`config.mk`:
```
export PLATFORM = sky130hd
export DESIGN_NAME = handheld_console_timer_top
export DESIGN_NICKNAME = d
export VERILOG_FILES = /design/src/sv/hct_pkg.sv /design/src/sv/hct_core.sv /design/src/sv/handheld_console_timer_top.sv
export SDC_FILE = /design/constraint.sdc
export NUM_CORES = 1
export LEC_CHECK = 0
export BUFFER_PORTS_ARGS = -buffer_cell sky130_fd_sc_hd__buf_2
export CORE_MARGIN = 3
export CORE_UTILIZATION = 56
export CTS_BUF_LIST = sky130_fd_sc_hd__clkbuf_8
export DETAILED_ROUTE_END_ITERATION = 16
export PLACE_DENSITY_LB_ADDON = 0.15
export SLEW_MARGIN = 10
export SYNTH_ARGS = -nofsm -noshare
export SYNTH_HDL_FRONTEND = slang
export SYNTH_HIERARCHICAL = 1
export SYNTH_SLANG_ARGS = --single-unit
```
`constraint.sdc`:
```
create_clock -name clk -period 5.4 [get_ports clk]
set_input_delay 1.08 -clock clk [delete_from_list [all_inputs] [get_ports clk]]
set_output_delay 1.08 -clock clk [all_outputs]
set_load 0.02 [all_outputs]
```
`src/sv/hct_pkg.sv`:
```
// ----------------------------------------------------------------------------
// hct_pkg
// Shared types, codes and the timer period table for the console timer.
// ----------------------------------------------------------------------------
package hct_pkg;

    localparam int DIV_PRE_W   = 9;
    localparam int TIMER_PRE_W = 11;
    localparam int BYTE_W      = 8;
    localparam int SEL_W       = 2;
    localparam int ADDR_W      = 4;
    localparam int DATA_W      = 32;

    localparam logic [DIV_PRE_W-1:0] DIV_PERIOD = 9'd256;
    localparam logic [BYTE_W-1:0]    BYTE_MAX   = 8'hFF;

    typedef enum logic [0:0] {
        FUNC_ADVANCE = 1'b0,
        FUNC_WRITE   = 1'b1
    } func_t;

    typedef enum logic [1:0] {
        REG_TIMER_ENABLE = 2'd0,
        REG_CLOCK_SELECT = 2'd1,
        REG_RELOAD_VALUE = 2'd2,
        REG_UNUSED       = 2'd3
    } reg_index_t;

    typedef enum logic [SEL_W-1:0] {
        SEL_1024 = 2'd0,
        SEL_16   = 2'd1,
        SEL_64   = 2'd2,
        SEL_256  = 2'd3
    } clock_sel_t;

    typedef struct packed {
        logic              timer_enable;
        logic [SEL_W-1:0]  clock_select;
        logic [BYTE_W-1:0] reload_value;
    } hct_cfg_t;

    typedef struct packed {
        logic [BYTE_W-1:0] divider_value;
        logic [BYTE_W-1:0] timer_value;
        logic              timer_irq;
    } hct_result_t;

    function automatic logic [TIMER_PRE_W-1:0] period_of(input logic [SEL_W-1:0] code);
        logic [TIMER_PRE_W-1:0] period;
        unique case (clock_sel_t'(code))
            SEL_1024: period = 11'd1024;
            SEL_16:   period = 11'd16;
            SEL_64:   period = 11'd64;
            SEL_256:  period = 11'd256;
            default:  period = 11'd1024;
        endcase
        return period;
    endfunction

endpackage

```
`src/sv/hct_core.sv`:
```
// ----------------------------------------------------------------------------
// hct_core
// Divider and timer state with the single-pass update for one transfer.
// ----------------------------------------------------------------------------
module hct_core (
    input  logic                       clk,
    input  logic                       rst_n,
    input  logic                       step,
    input  logic                       func,
    input  logic [hct_pkg::BYTE_W-1:0] cycles,
    input  logic [hct_pkg::BYTE_W-1:0] write_data,
    input  hct_pkg::hct_cfg_t          cfg,
    input  logic                       sel_write,
    input  logic [hct_pkg::SEL_W-1:0]  sel_data,
    output hct_pkg::hct_result_t       result_next
);

    logic [hct_pkg::DIV_PRE_W-1:0]   div_pre_reg,   div_pre_next;
    logic [hct_pkg::BYTE_W-1:0]      divider_reg,   divider_next;
    logic [hct_pkg::TIMER_PRE_W-1:0] timer_pre_reg, timer_pre_next;
    logic [hct_pkg::BYTE_W-1:0]      counter_reg,   counter_next;
    logic                            irq_next;
    logic [hct_pkg::DIV_PRE_W-1:0]   div_sum;
    logic [hct_pkg::TIMER_PRE_W-1:0] timer_sum;
    logic                            period_change;

    assign div_sum   = div_pre_reg + hct_pkg::DIV_PRE_W'(cycles);
    assign timer_sum = timer_pre_reg + hct_pkg::TIMER_PRE_W'(cycles);
    assign period_change = hct_pkg::period_of(sel_data) != hct_pkg::period_of(cfg.clock_select);

    always_comb
    begin
        div_pre_next   = div_pre_reg;
        divider_next   = divider_reg;
        timer_pre_next = timer_pre_reg;
        counter_next   = counter_reg;
        irq_next       = 1'b0;
        if (func == hct_pkg::FUNC_WRITE)
        begin
            counter_next = write_data;
        end
        else
        begin
            if (div_sum >= hct_pkg::DIV_PERIOD)
            begin
                div_pre_next = '0;
                divider_next = divider_reg + 8'd1;
            end
            else
            begin
                div_pre_next = div_sum;
            end
            if (cfg.timer_enable)
            begin
                if (timer_sum >= hct_pkg::period_of(cfg.clock_select))
                begin
                    timer_pre_next = '0;
                    if (counter_reg == hct_pkg::BYTE_MAX)
                    begin
                        counter_next = cfg.reload_value;
                        irq_next     = 1'b1;
                    end
                    else
                    begin
                        counter_next = counter_reg + 8'd1;
                    end
                end
                else
                begin
                    timer_pre_next = timer_sum;
                end
            end
        end
    end

    assign result_next.divider_value = divider_next;
    assign result_next.timer_value   = counter_next;
    assign result_next.timer_irq     = irq_next;

    always_ff @(posedge clk or negedge rst_n)
    begin
        if (!rst_n)
        begin
            div_pre_reg   <= '0;
            divider_reg   <= '0;
            timer_pre_reg <= '0;
            counter_reg   <= '0;
        end
        else if (step)
        begin
            div_pre_reg   <= div_pre_next;
            divider_reg   <= divider_next;
            timer_pre_reg <= timer_pre_next;
            counter_reg   <= counter_next;
        end
        else if (sel_write && period_change)
        begin
            timer_pre_reg <= '0;
        end
    end

`ifndef SYNTHESIS
    a_div_one_step: assert property (@(posedge clk) disable iff (!rst_n)
        step |=> (divider_reg == $past(divider_reg))
              || (divider_reg == $past(divider_reg) + 8'd1))
        else $error("divider moved by more than one");

    a_pre_hold: assert property (@(posedge clk) disable iff (!rst_n)
        !step && !sel_write |=> $stable(timer_pre_reg) && $stable(counter_reg)
                                && $stable(div_pre_reg))
        else $error("timer state moved without a transfer");

    a_irq_reload: assert property (@(posedge clk) disable iff (!rst_n)
        step && irq_next |=> counter_reg == $past(cfg.reload_value) && timer_pre_reg == '0)
        else $error("overflow did not reload the counter");

    a_div_pre_range: assert property (@(posedge clk) disable iff (!rst_n)
        div_pre_reg < hct_pkg::DIV_PERIOD)
        else $error("divider prescaler out of range");
`endif

endmodule

```
`src/sv/handheld_console_timer_top.sv`:
```
// ----------------------------------------------------------------------------
// handheld_console_timer_top
// Divider and programmable timer counter with an APB register port.
// ----------------------------------------------------------------------------
// Every input transfer yields exactly one result transfer. A transfer moves
// from the input register through combinational update logic into the result
// register, so one transfer per clock is sustained; the result register
// stalls the pipe only while out_ready is low.
// Registers: 0x0 timer_enable (bit 0), 0x4 clock_select (bits 1:0),
// 0x8 reload_value (bits 7:0). Write them only while no transfer is in flight.
module handheld_console_timer_top (
    input  logic                       clk,
    input  logic                       rst_n,
    input  logic                       psel,
    input  logic                       penable,
    input  logic                       pwrite,
    input  logic [hct_pkg::ADDR_W-1:0] paddr,
    input  logic [hct_pkg::DATA_W-1:0] pwdata,
    output logic [hct_pkg::DATA_W-1:0] prdata,
    output logic                       pready,
    input  logic                       in_valid,
    output logic                       in_ready,
    input  logic                       func,
    input  logic [hct_pkg::BYTE_W-1:0] cycles,
    input  logic [hct_pkg::BYTE_W-1:0] write_data,
    output logic                       out_valid,
    input  logic                       out_ready,
    output logic [hct_pkg::BYTE_W-1:0] divider_value,
    output logic [hct_pkg::BYTE_W-1:0] timer_value,
    output logic                       timer_irq
);

    hct_pkg::hct_cfg_t          cfg_reg;
    hct_pkg::reg_index_t        reg_index;
    logic                       cfg_write;
    logic                       in_valid_reg;
    logic                       func_reg;
    logic [hct_pkg::BYTE_W-1:0] cycles_reg;
    logic [hct_pkg::BYTE_W-1:0] write_data_reg;
    logic                       out_valid_reg;
    hct_pkg::hct_result_t       result_reg;
    hct_pkg::hct_result_t       result_next;
    logic                       advance;
    logic                       step;

    assign reg_index = hct_pkg::reg_index_t'(paddr[3:2]);
    assign cfg_write = psel && penable && pwrite;
    assign pready    = 1'b1;

    always_comb
    begin
        prdata = '0;
        unique case (reg_index)
            hct_pkg::REG_TIMER_ENABLE: prdata[0]   = cfg_reg.timer_enable;
            hct_pkg::REG_CLOCK_SELECT: prdata[1:0] = cfg_reg.clock_select;
            hct_pkg::REG_RELOAD_VALUE: prdata[7:0] = cfg_reg.reload_value;
            default:                   prdata      = '0;
        endcase
    end

    always_ff @(posedge clk or negedge rst_n)
    begin
        if (!rst_n)
        begin
            cfg_reg <= '0;
        end
        else if (cfg_write)
        begin
            unique case (reg_index)
                hct_pkg::REG_TIMER_ENABLE: cfg_reg.timer_enable <= pwdata[0];
                hct_pkg::REG_CLOCK_SELECT: cfg_reg.clock_select <= pwdata[1:0];
                hct_pkg::REG_RELOAD_VALUE: cfg_reg.reload_value <= pwdata[7:0];
                default:                   cfg_reg <= cfg_reg;
            endcase
        end
    end

    assign advance  = !out_valid_reg || out_ready;
    assign step     = in_valid_reg && advance;
    assign in_ready = !in_valid_reg || advance;

    always_ff @(posedge clk or negedge rst_n)
    begin
        if (!rst_n)
        begin
            in_valid_reg  <= 1'b0;
            out_valid_reg <= 1'b0;
        end
        else
        begin
            if (in_ready)
            begin
                in_valid_reg <= in_valid;
            end
            if (advance)
            begin
                out_valid_reg <= in_valid_reg;
            end
        end
    end

    always_ff @(posedge clk)
    begin
        if (in_valid && in_ready)
        begin
            func_reg       <= func;
            cycles_reg     <= cycles;
            write_data_reg <= write_data;
        end
        if (step)
        begin
            result_reg <= result_next;
        end
    end

    hct_core u_core (
        .clk         (clk),
        .rst_n       (rst_n),
        .step        (step),
        .func        (func_reg),
        .cycles      (cycles_reg),
        .write_data  (write_data_reg),
        .cfg         (cfg_reg),
        .sel_write   (cfg_write && (reg_index == hct_pkg::REG_CLOCK_SELECT)),
        .sel_data    (pwdata[1:0]),
        .result_next (result_next)
    );

    assign out_valid     = out_valid_reg;
    assign divider_value = result_reg.divider_value;
    assign timer_value   = result_reg.timer_value;
    assign timer_irq     = result_reg.timer_irq;

`ifndef SYNTHESIS
    a_in_hold: assert property (@(posedge clk) disable iff (!rst_n)
        in_valid_reg && !advance |=> in_valid_reg && $stable(cycles_reg) && $stable(func_reg))
        else $error("input register lost a stalled transfer");

    a_out_hold: assert property (@(posedge clk) disable iff (!rst_n)
        out_valid_reg && !out_ready |=> out_valid_reg && $stable(result_reg))
        else $error("result register changed while stalled");

    a_write_no_irq: assert property (@(posedge clk) disable iff (!rst_n)
        step && func_reg == hct_pkg::FUNC_WRITE |=> !timer_irq
                                                  && timer_value == $past(write_data_reg))
        else $error("counter write gave a wrong result");
`endif

endmodule

```
Word-level counts from Yosys, hierarchy flattened
Index checks and enable logic that the tools add are counted.
{"block": "word_totals", "word_cells": 76, "inputBits": 60, "reg_bits": 83, "output_inout_bits": 52}
{"block": "classes", "magnitude_cmp": 2, "n_bitwise": 3, "muxes": 20, "reduce_logical": 20, "n_eq_ne": 12, "add_sub_neg": 4}
{"operator": "one-hot mux 11 bit (4 select lines)", "count": 2}
{"operator": "two-way mux 11 bit", "count": 7}
{"operator": "two-way mux 8 bit", "count": 6}
{"operator": "adder 8 x 1 -> 8 bit, second input constant", "count": 2}
{"operator": "adder 11 x 8 -> 11 bit", "count": 1}
{"operator": "greater-or-equal comparator 11 bit", "count": 1}
{"operator": "inequality test 11 bit", "count": 1}
{"operator": "equality test 2 bit, second input constant", "count": 5}
{"operator": "adder 9 x 8 -> 9 bit", "count": 1}
{"operator": "greater-or-equal comparator 9 bit, second input constant", "count": 1}
{"operator": "two-way mux 9 bit", "count": 1}
{"operator": "equality test 8 bit, second input constant", "count": 1}
{"operator": "AND reduction 2 bit", "count": 4}
{"operator": "equality test 2 x 1 -> 1 bit, second input constant", "count": 3}
{"operator": "logical AND 1 bit", "count": 6}
{"operator": "zero test 2 bit", "count": 3}
{"operator": "two-way mux 6 bit", "count": 1}
{"operator": "inequality test 2 bit, second input constant", "count": 2}
{"operator": "NOT 1 bit", "count": 3}
{"operator": "one-hot mux 1 bit (3 select lines)", "count": 1}
{"operator": "AND reduction 3 bit", "count": 1}
{"operator": "OR reduction 3 bit", "count": 1}
{"operator": "zero test 1 bit", "count": 2}
{"operator": "logical OR 1 bit", "count": 2}
{"operator": "3 further kinds", "count": 3}

Logic depth before layout (Yosys ltp)
{"block": "logic_depth", "word_depth": 9, "depth_mapped": 17, "depth_no_buf": 16}

Cells and area by module
Netlist, hierarchy kept.
{"module": "hct_core", "instances": 1, "cells_per_inst": 348, "area_each_um2": 3095.5, "seq_area_each_um2": 900.9}
{"module": "handheld_console_timer_top", "instances": 1, "cells_per_inst": 112, "area_each_um2": 1883.1, "seq_area_each_um2": 1346.3}

Worst setup path before layout
OpenSTA, ideal clock, no wires.
{"block": "synth_timing", "kind": "register to register", "from": "reg cycles_reg[0] (netlist name)", "to": "reg result_reg (netlist bit timer_value[7]), data pin", "stages_incl_launch_ff": 17, "slack_ns": 1.330, "required_time_ns": 5.141, "n_path_buf": 0, "arrival_ns": 3.812, "synth_period_minus_slack_ns": 4.070, "setup_time_ns": 0.259, "cell_sequence": "edfxtp_1 ha_1 fa_1 a21o_1 a21oi_1 o21bai_1 a21oi_1 xnor2_1 ha_1 nor4bb_1 and3_1 a31oi_1 and4_1 o41a_1 a21boi_4 a311oi_2 a211o_1"}
{"element": "from (decl)", "line": "handheld_console_timer_top.sv:38", "rtl": "logic [hct_pkg::BYTE_W-1:0] cycles_reg;"}
{"element": "from (signal assigned)", "line": "handheld_console_timer_top.sv:107", "rtl": "cycles_reg <= cycles;"}
{"element": "to (signal assigned)", "line": "handheld_console_timer_top.sv:112", "rtl": "result_reg <= result_next;"}
{"element": "to (decl)", "line": "handheld_console_timer_top.sv:41", "rtl": "hct_pkg::hct_result_t result_reg;"}

==> results.md <==
- Post-CTS Hold Fix Bufs: 0
- Crit path largest cell delay: between 0.4 and 0.5 ns
- Measured slew at the worst slew-check pin: 1.07 ns
- CTS Sinks: 83
- CP Cell Sequence: ha_1 -> fa_1 -> a21o_1 -> a21oi_1 -> o21bai_1 -> a21oi_1 -> xnor2_1 -> ha_1 -> nor4bb_1 -> and3_1 -> a31oi_1 -> and4_1 -> o41a_1 -> a21boi_4 -> buf_4 -> nor3b_1 -> a221o_1
- Post-synthesis register bit count: 83
- Max Clock Freq: roughly 0.21 GHz
- Gate power share: 42.8%
- H-Tree Depth: 3
- Placed insts: between 600 and 700
- Commonest non-fill, non-tap cells in the layout: buf_2 (60), dfrtp_1 (49), nand2_1 (37), edfxtp_1 (34), ha_1 (26)
- Yosys top cell area share: around a quarter
- Worst Path Arrival: between 4 and 5 ns
- NetSw: between 0.9 and 1 mW
- Clk Latency, worst-skew pair: ~0.35 ns
- Final Critical Period: approximately 4.8 ns
- Power Density: about 460 nW/um^2
- CP top delay family: compound AO/OA/AOI/OAI gates
- P&R area growth vs syn: 9.32%
- Post_cts resized: 0
- LEAKAGE: around 2.5 nW
- Clk root buf: clkbuf_8
- Die footprint: around 10,000 sq um
- Detail Placement HPWL: about 7.1 mm
- First-pass GRT wire length: about 16 mm
- Fin cells: around 630
- TNS Setup: 0 ns
- Post-synthesis async set-or-reset flop share: about 60%
- Clock skew: 0.0113 ns
- Flop pwr share: between 30% and 40%
- I/O pin total: 112
- Tot GR Track Use: approximately 20%
- Slew headroom: 28.8%
- Post-DR vias/cell: about 5.7
- CP bufs+invs: 1
- Final core occ: between 60 and 70%
- Pins Over Slew Limit: 0
- Dominant cells by area after synthesis: dfrtp_1 (25%), edfxtp_1 (21%), ha_1 (6.5%)
- Num rows: 33
- Worst-path maximum fanout: 16
- CP Class: reg2reg
- CTS Buf Count: 9
- Core area: 8420 sq um
- Yosys warns: 6
- Nets: roughly 600
- Drt initial violations: between 150 and 200
- Post-synthesis sequential area ratio: a little under half
- Average wire per standard cell: 16.0 um
- Post-Synthesis Cells: 460
- Clk pin slew, worst setup/hold paths: approximately 0.09 ns
- Status: finished clean
- Antenna Violating Nets Remaining: 0
- Final setup viols: 0
- Clk buf depth: 2
- Worst vdd ir: between 0.2 and 0.25 mV
- Vias: 3,588
- Post-CTS Setup Inserts: 0
- Max_cap viols: 0
- Die width: roughly 100 um
- Synth Flop Type: dfrtp_1
- Initial antenna violation count: 0
- Total power draw: 2.51 mW
- Yosys top cell by area: dfrtp_1
- Pint: about 1.5 mW
- DRT Pass-1 Iters: 5
- ANT cells: 0
- GP Congestion: 0.853
- Grt total ovfl: 0
- RSZ-0062 raised after global routing: false
- Clock share of power: around a fifth
- Initial Utilization: 59.1%
- EDFF count, synth: 34
- Worst-case hold slack: between 0.4 and 0.5 ns
- Slowest-stage cell, CP: o41a_1
- Total wire length: roughly 10 mm
- Period utilisation layout: ~90%
- Mapped Area: 4980 sq um
- Yosys cell types: between 70 and 80
- CTS tree: done
- Layout cells sized above 1: between 20% and 30%
- Hold Path Class: reg2reg
- CP required: 5.50 ns
- Crit start category: flip-flop
- Final Hold Viols: 0
- CP endpoint kind: flip-flop
- Die Y: 100 um
- Synthesized area per cell: between 10 and 15 sq um
- Sw Ratio: 38.5%
- Largest net degree at the start of global routing: 50
- IO Port Bufs: 60
- Number of global-route vias before repair: approximately 3,500
- Drt drc: 0
- Most common cell after layout, fill and taps aside: buf_2
-- final cells by class --
cell class,instances,area (sq um)
Fill cell,675,2980
Clock buffer,9,124
Tap cell,105,131
Inverter,16,60.1
Timing Repair Buffer,66,345
Clock inverter,7,85.1
Multi-Input combinational cell,339,2450
Sequential cell,83,2250
-- worst register-to-register path: cells and delay by family, from the launching register on --
family | cells | cell delay [ns]
simple gates | 4 | 0.77
fa+ha+maj | 3 | 1.00
xor+xnor | 1 | 0.13
buf+inv | 1 | 0.23
compound gates | 8 | 1.99
flops | 1 | 0.42
-- metal layers --
layer  wire length (um)  track usage, %  vias up  part of all wire [%]
met1               4640            28.5     1726                    46
met5                  0               0        -                     0
li1                   -               -     1725                     -
met3                459            4.66       12                   4.6
met2               4790            32.3      125                    48
met4                133            6.42        0                   1.3
-- metrics by stage --
step                      area (sq um)  worst slack [ns]
final                             5440             0.620
after global placement            5230             0.774
after CTS                         5440             0.674
after detailed placement          5230             0.694
after global routing              5440             0.287
after floorplan                   5060              1.33
-- power by group through the flow --
stage	sequential (mW)	clock, mW	combinational, mW
5_1_grt	0.980	0.517	1.19
6_report	0.958	0.477	1.07
4_1_cts	0.957	0.489	1.07
3_5_place_dp	0.967	0	1.06
3_3_place_gp	0.960	0	1.02
2_1_floorplan	0.946	0	0.870
-- worst paths after layout --
path / startpoint / endpoint / slack, ns / cells past startpoint
min: u_core/divider_reg[7] / u_core/divider_reg[7] / 0.49 / 1
max in group asynchronous: rst_n / u_core/timer_pre_reg[8] / 4.09 / 2
max reg2reg: cycles_reg[0] / timer_value[3] / 0.62 / 17
max: cycles_reg[0] / timer_value[3] / 0.62 / 17
min reg2reg: u_core/divider_reg[7] / u_core/divider_reg[7] / 0.49 / 1
min in group asynchronous: rst_n / u_core/div_pre_reg[5] / 0.85 / 2
-- logic make-up (layout without fill, tap and decap cells) --
family / Yosys count / count (layout) / share of synthesized area, %
DFF: 83 / 83 / 45.1
other: 2 / 25 / 0.151
muxes: 16 / 16 / 3.77
xor gates and xnor gates: 33 / 33 / 5.81
buffers and inverters: 61 / 98 / 7.39
adders and majority gates: 28 / 28 / 7.34
AOI/OAI and AO/OA: 85 / 85 / 13.5
and+or+nand+nor: 152 / 152 / 16.9
-- Yosys cell counts (3+ instances only) --
cell      number
nand3_1        9
mux2_2         9
buf_4         29
and3_2         3
a21o_1         5
xnor2_1       17
and2_1        10
edfxtp_1      34
mux2i_1        3
nor3_2         4
xor2_1        16
clkbuf_1      11
nand2_1       37
nor3_1        16
a22o_1         5
nor2_1        22
nand2b_1       7
ha_1          26
nor4_1         4
nor3b_1        3
o21ai_0        5
o21ai_1        9
o31ai_1        4
dfrtp_1       49
a21oi_1       13
nand4_1        5
inv_1         15
and3_1        11
o41ai_1        3
buf_6          3
o31ai_2        4
nor2b_1        6
mux2_4         3
and4_1         3
nor4b_1        3
o22ai_1        7
a211o_1        4
Power figures use the tool's default switching activity.
